$ cat src/hdl/fqf_pkg.sv
// Shared types, constants and functions of the frame quadrant fingerprint.
// No dependencies.
`timescale 1ns / 1ps
`default_nettype none
package fqf_pkg;

    localparam logic [31:0] FNV_BASIS = 32'd2166136261;
    localparam logic [31:0] FNV_PRIME = 32'd16777619;

    // Configuration register indexes
    localparam logic [1:0] REG_WIDTH  = 2'd0;
    localparam logic [1:0] REG_HEIGHT = 2'd1;
    localparam logic [1:0] REG_PIXB   = 2'd2;
    localparam logic [1:0] REG_STRIDE = 2'd3;

    // Status codes
    localparam logic [1:0] ST_OK     = 2'd0;
    localparam logic [1:0] ST_BADCFG = 2'd1;
    localparam logic [1:0] ST_SHORT  = 2'd2;

    typedef logic [7:0][12:0] t_axis;

    typedef struct packed {
        logic take_in;
        logic hash_step;
        logic glob_step;
        logic load_out;
    } t_cmd;

    typedef struct packed {
        logic err;
        logic hash_last;
        logic glob_last;
    } t_sts;

    // floor(n / 3), exact for n below 24576
    function automatic logic [12:0] div3(input logic [14:0] n);
        logic [28:0] p;
        p = {14'd0, n} * 29'd10923;
        return p[27:15];
    endfunction

    // Sample coordinates along one axis: low half in 0..3, high half in 4..7
    function automatic t_axis place_axis(input logic [12:0] size);
        t_axis       a;
        logic [12:0] half;
        logic [12:0] d0;
        logic [12:0] d1;
        logic [14:0] n0;
        logic [14:0] n1;
        half = size >> 1;
        d0   = (size >= 13'd2) ? half - 13'd1 : 13'd0;
        d1   = size - 13'd1 - half;
        for (int s = 0; s < 4; s++) begin
            n0 = {2'b00, d0} * 15'(s);
            n1 = {2'b00, d1} * 15'(s);
            a[s]     = (size == 13'd0) ? 13'd0 : div3(n0);
            a[s + 4] = (size == 13'd0) ? 13'd0 : half + div3(n1);
        end
        return a;
    endfunction

    // First entry holding the value; found flag in the top bit
    function automatic logic [3:0] first_match_idx(input t_axis a, input logic [12:0] v);
        logic [3:0] r;
        r = 4'd0;
        for (int i = 7; i >= 0; i--) begin
            if (a[i] == v) begin
                r = {1'b1, 3'(i)};
            end
        end
        return r;
    endfunction

endpackage
`default_nettype wire

$ cat src/hdl/fqf_ctrl.sv
// Phase controller of the frame quadrant fingerprint.
// Depends on fqf_pkg for the command and status structs.
`timescale 1ns / 1ps
`default_nettype none
module fqf_ctrl (
    input  wire            i_clk,
    input  wire            i_rst_n,
    input  wire            i_in_valid,
    input  wire            i_last_byte,
    input  wire            i_out_stall,
    input  fqf_pkg::t_sts  i_sts,
    output fqf_pkg::t_cmd  o_cmd,
    output logic           o_in_stall,
    output logic           o_out_valid
);

    typedef enum logic [1:0] {S_IN, S_HASH, S_GLOB, S_WAIT} t_state;

    t_state r_state, n_state;
    logic   r_out_valid, n_out_valid;
    logic   out_free;

    assign out_free    = !r_out_valid || !i_out_stall;
    assign o_in_stall  = (r_state != S_IN);
    assign o_out_valid = r_out_valid;

    // Decode commands for the datapath
    always_comb begin
        o_cmd           = '0;
        o_cmd.take_in   = (r_state == S_IN) && i_in_valid;
        o_cmd.hash_step = (r_state == S_HASH) && !i_sts.err;
        o_cmd.glob_step = (r_state == S_GLOB);
        o_cmd.load_out  = (r_state == S_WAIT) && out_free;
    end

    // Next phase and result valid
    always_comb begin
        n_state     = r_state;
        n_out_valid = r_out_valid;
        if (r_out_valid && !i_out_stall) begin
            n_out_valid = 1'b0;
        end
        unique case (r_state)
            S_IN: begin
                if (i_in_valid && i_last_byte) begin
                    n_state = S_HASH;
                end
            end
            S_HASH: begin
                if (i_sts.err) begin
                    n_state = S_WAIT;
                end else if (i_sts.hash_last) begin
                    n_state = S_GLOB;
                end
            end
            S_GLOB: begin
                if (i_sts.glob_last) begin
                    n_state = S_WAIT;
                end
            end
            S_WAIT: begin
                if (out_free) begin
                    n_out_valid = 1'b1;
                    n_state     = S_IN;
                end
            end
            default: n_state = S_IN;
        endcase
    end

    // Hold state and registered outputs
    always_ff @(posedge i_clk) begin
        if (!i_rst_n) begin
            r_state     <= S_IN;
            r_out_valid <= 1'b0;
        end else begin
            r_state     <= n_state;
            r_out_valid <= n_out_valid;
        end
    end

endmodule
`default_nettype wire

$ cat config.mk
export PLATFORM = sky130hd
export DESIGN_NAME = fqf_ctrl
export DESIGN_NICKNAME = d
export VERILOG_FILES = /design/src/hdl/fqf_pkg.sv /design/src/hdl/fqf_ctrl.sv
export SDC_FILE = /design/constraint.sdc
export NUM_CORES = 1
export LEC_CHECK = 0
export ABC_AREA = 1
export BUFFER_PORTS_ARGS = -buffer_cell sky130_fd_sc_hd__buf_4
export CAP_MARGIN = 10
export CORE_AREA = 2 2 39 41
export DETAILED_ROUTE_END_ITERATION = 6
export DIE_AREA = 0 0 41 43
export GPL_ROUTABILITY_DRIVEN = 0
export PLACE_DENSITY_LB_ADDON = 0.12
export SLEW_MARGIN = 20
export SYNTH_ARGS = -nofsm -noshare
export SYNTH_HDL_FRONTEND = slang
export SYNTH_SLANG_ARGS = --single-unit
$ cat constraint.sdc
create_clock -name i_clk -period 1.4 [get_ports i_clk]
set_input_delay 0.07 -clock i_clk [delete_from_list [all_inputs] [get_ports i_clk]]
set_output_delay 0.07 -clock i_clk [all_outputs]
set_load 0.01 [all_outputs]
* After elaboration in Yosys (flattened, before gate mapping)
Cells that the tools add are included.
Storage, ports and cells: output and inout port bits 6, input bits 8, register bits 3, word-level logic and storage cells 30
Operators by class: eq/ne operators 7, mux-type cells 9, reductions and logical operators 12
Operators by type and width (number):
- 2-bit 2-to-1 mux | 5
- 2-bit case mux with 4 select lines | 1
- 1-bit logical AND | 5
- 2-bit equality test (second input constant) | 2
- 2-bit inequality test (second input constant) | 2
- 4-bit AND reduction | 1
- 1-bit zero test | 3
- 1-bit 2-to-1 mux | 3
- 3-bit inequality test (second input constant) | 1
- 2-bit by 1-bit equality test with 1-bit output (second input constant) | 1
- 2-bit zero test | 1
- 2-bit by 1-bit inequality test with 1-bit output (second input constant) | 1
- 2-bit nonzero test | 1
- 1-bit logical OR | 1

* Logic depth before layout (Yosys ltp)
word-level depth 5, depth in mapped cells 8, gate-level depth less buffers 8

* Worst setup path after synthesis
Ideal clock, no wire load.
path kind register -> register, start reg r_state[0], end reg r_state[0], clock period less this slack 1.213 ns, required time 1.287 ns, setup time 0.113 ns, cell stages (with the launch flop) 9, arrival 1.100 ns, path buffers 0, setup slack 0.187 ns, cells stage by stage dfxtp_1 inv_1 ha_1 nand2_1 nand2_2 nor2_4 nand2_1 nand2_1 nor2_1
RTL lines:
- start, declared | RTL line fqf_ctrl.sv:19 | t_state r_state, n_state;
- start signal, assigned | RTL line fqf_ctrl.sv:77 | r_state <= n_state;

==> flow_summary.toml <==
[logic_synthesis]
syn_area_sq_um = 277.8
syn_nets = 55
yosysTopAreaCellShare_pct = 22.52
ys_seq_area_share_pct = 21.62
ys_seq_elements = 3
synth_ff_type = "dfxtp_1"
synth_common_cells = "11 x nand2_1, 8 x inv_1, 8 x nor2_1"
synth_edf_count = 0
synth_top_cell_by_area = "ha_1"
syn-instance-count = 42
ys_warn_count = 0
syn_area_per_cell_sq_um = 6.613
synth_cell_types = 11
yosys-top-cells-area = "ha_1 23%, dfxtp_1 22%, nand2_1 15%"
post-synth-top-count-cell = "nand2_1"
ys_async_sr_fraction_pct = 0

[critical_path]
cp_max_fo = 4
required_ns = 1.33
crit_type = "flip-flop to output port"
start_kind = "flip-flop"
endpoint_kind = "output port"
cp.arrival_ns = 1.17

[clock_tree]
cts_tree = "built"
cts-root-buf = "clkbuf_4"
clk_pin_slew_worst_paths_ns = 0.04
cts_resized = 0
cts_setup_buffers = 0
worst_skew_pair.late_latency_ns = 0.23
hold_buffers = 0
htree_levels = 1
cts_sinks = 3
numCtsBuffers = 3
clk_path_buf_depth = 2

[global_route]
grt_max_degree = 5
track_usage_pct = 8.809
grt_pass1_wl_um = 1014
antenna_found_initial = 0
overflow = 0
grt_pass1_vias = 261

[timing]
fin_ws_ns = 0.1581
fmax_ghz = 0.8052
worstMarginPinSlew_ns = 0.1550
slew-limit-headroom_pct = 89.58
finalCritPeriodShare_pct = 88.71
maxSlewViolCount = 0
setup_violations = 0
fin_tns_setup_ns = 0
rsz0062_at_grt = "false"
fin_skew_ns = 0.002102
finalHoldViolations = 0
period_minus_slack_ns = 1.242

[floorplanning]
die_w_um = 41
io_pins = 14
die-area_sq_um = 1763
design.core.area_sq_um = 1384
fp.dieH_um = 43
start_util_pct = 20.07
row_count = 14

[drt]
drt_iter0_markers = 1
ant_nets = 0
vias = 277
routed_wl_um = 558
first_pass_iters = 2
drcViolationCount = 0
wl_per_cell_um = 7.342
viasPerCell = 3.645

[run]
maxCapViolations = 0

[layout]
nNetsFinal = 74
drive_gt1_share_pct = 35.00
seqCellArea_sq_um = 60.06
fill_cells = 174
multiInputGateArea_sq_um = 187.7
fin_cells = 76
area_growth_pct = 54.50
diodes = 0

[worst_hold_path]
worstHoldPathType = "input port to flip-flop"

[power]
leakagePower_nw = 0.2393
vdd_drop_max_mv = 0.6357
finalPower_mw = 0.6982
p_per_area_nw_per_um2 = 1627

[place]
dpl_worst_slack_ns = 0.1496
dp_hpwl_um = 466.5
place_inst = 72
io_buffers = 13

[status]
status = "completed"
## routing by layer
metal  part of all wire, %  global-route usage, %  up-vias
li1                      -                      -      159
met1                    49                  11.78      115
met2                    48                  11.25        3
met3                   2.9                  1.571        0
met4                     0                  8.000        0
met5                     0                      0        -
## sequential cells by signal, indices dropped and copies added, names as in the netlist
signal and cells:
r_state 2, o_out_valid 1
## report_power, final
group          leakage [nW]  switching [mW]  internal, mW
Combinational         0.200           0.215         0.194
Clock                0.0150          0.0459         0.107
Sequential           0.0247          0.0227         0.113
Total                 0.239           0.284         0.414
## layout make-up
type,count,share of cell area (%)
clock buffer,4,6.122
tap,16,4.665
multi-input combinational,31,43.73
timing repair buffer,14,24.49
inverter,8,6.997
sequential,3,13.99
## final timing paths
kind                                  start     endpoint  slack (ns)  cells after the start
worst max-delay path             r_state[1]     o_cmd[3]        0.16                      5
worst min-delay path                i_rst_n   r_state[0]        0.08                      3
worst max register to register   r_state[1]   r_state[1]        0.16                      8
worst min register to register  o_out_valid  o_out_valid        0.53                      2
## placed cells by master, fill, tap and decap left out
master    netlist  layout
a21boi_0        1       1
ha_1            5       5
nor2_4          1       1
dfxtp_1         3       3
buf_4           0      14
clkbuf_1        0       1
clkbuf_4        0       3
a21oi_1         1       1
nand2_1        11      11
inv_1           8       8
nand3_2         1       1
nand2_2         2       2
nor2_1          8       8
o21bai_1        1       1
## critical path: stages, from the launching register on
cell,delay [ns]
dfxtp_1,0.38
inv_1,0.11
ha_1,0.22
nand2_1,0.06
inv_1,0.03
buf_4,0.13
## kinds of logic after synthesis
family	Yosys count	share of synthesized area, %
flops	3	21.62
compound gates	3	7.207
fa+ha+maj	5	22.52
simple gates	23	37.84
buf+inv	8	10.81
## through the flow
stage | utilization, % | area (sq um) | hold WS (ns)
after floorplan | - | 277.8 | 0.1875
after global routing | 31.01 | 429.2 | 0.1038
after CTS | 31.01 | 429.2 | 0.07158
after detailed placement | 29.11 | 402.9 | 0.3196
final | 31.01 | 429.2 | 0.07609
after global placement | 29.11 | 402.9 | 0.3170
No activity file was read; power rests on OpenSTA's default activity.
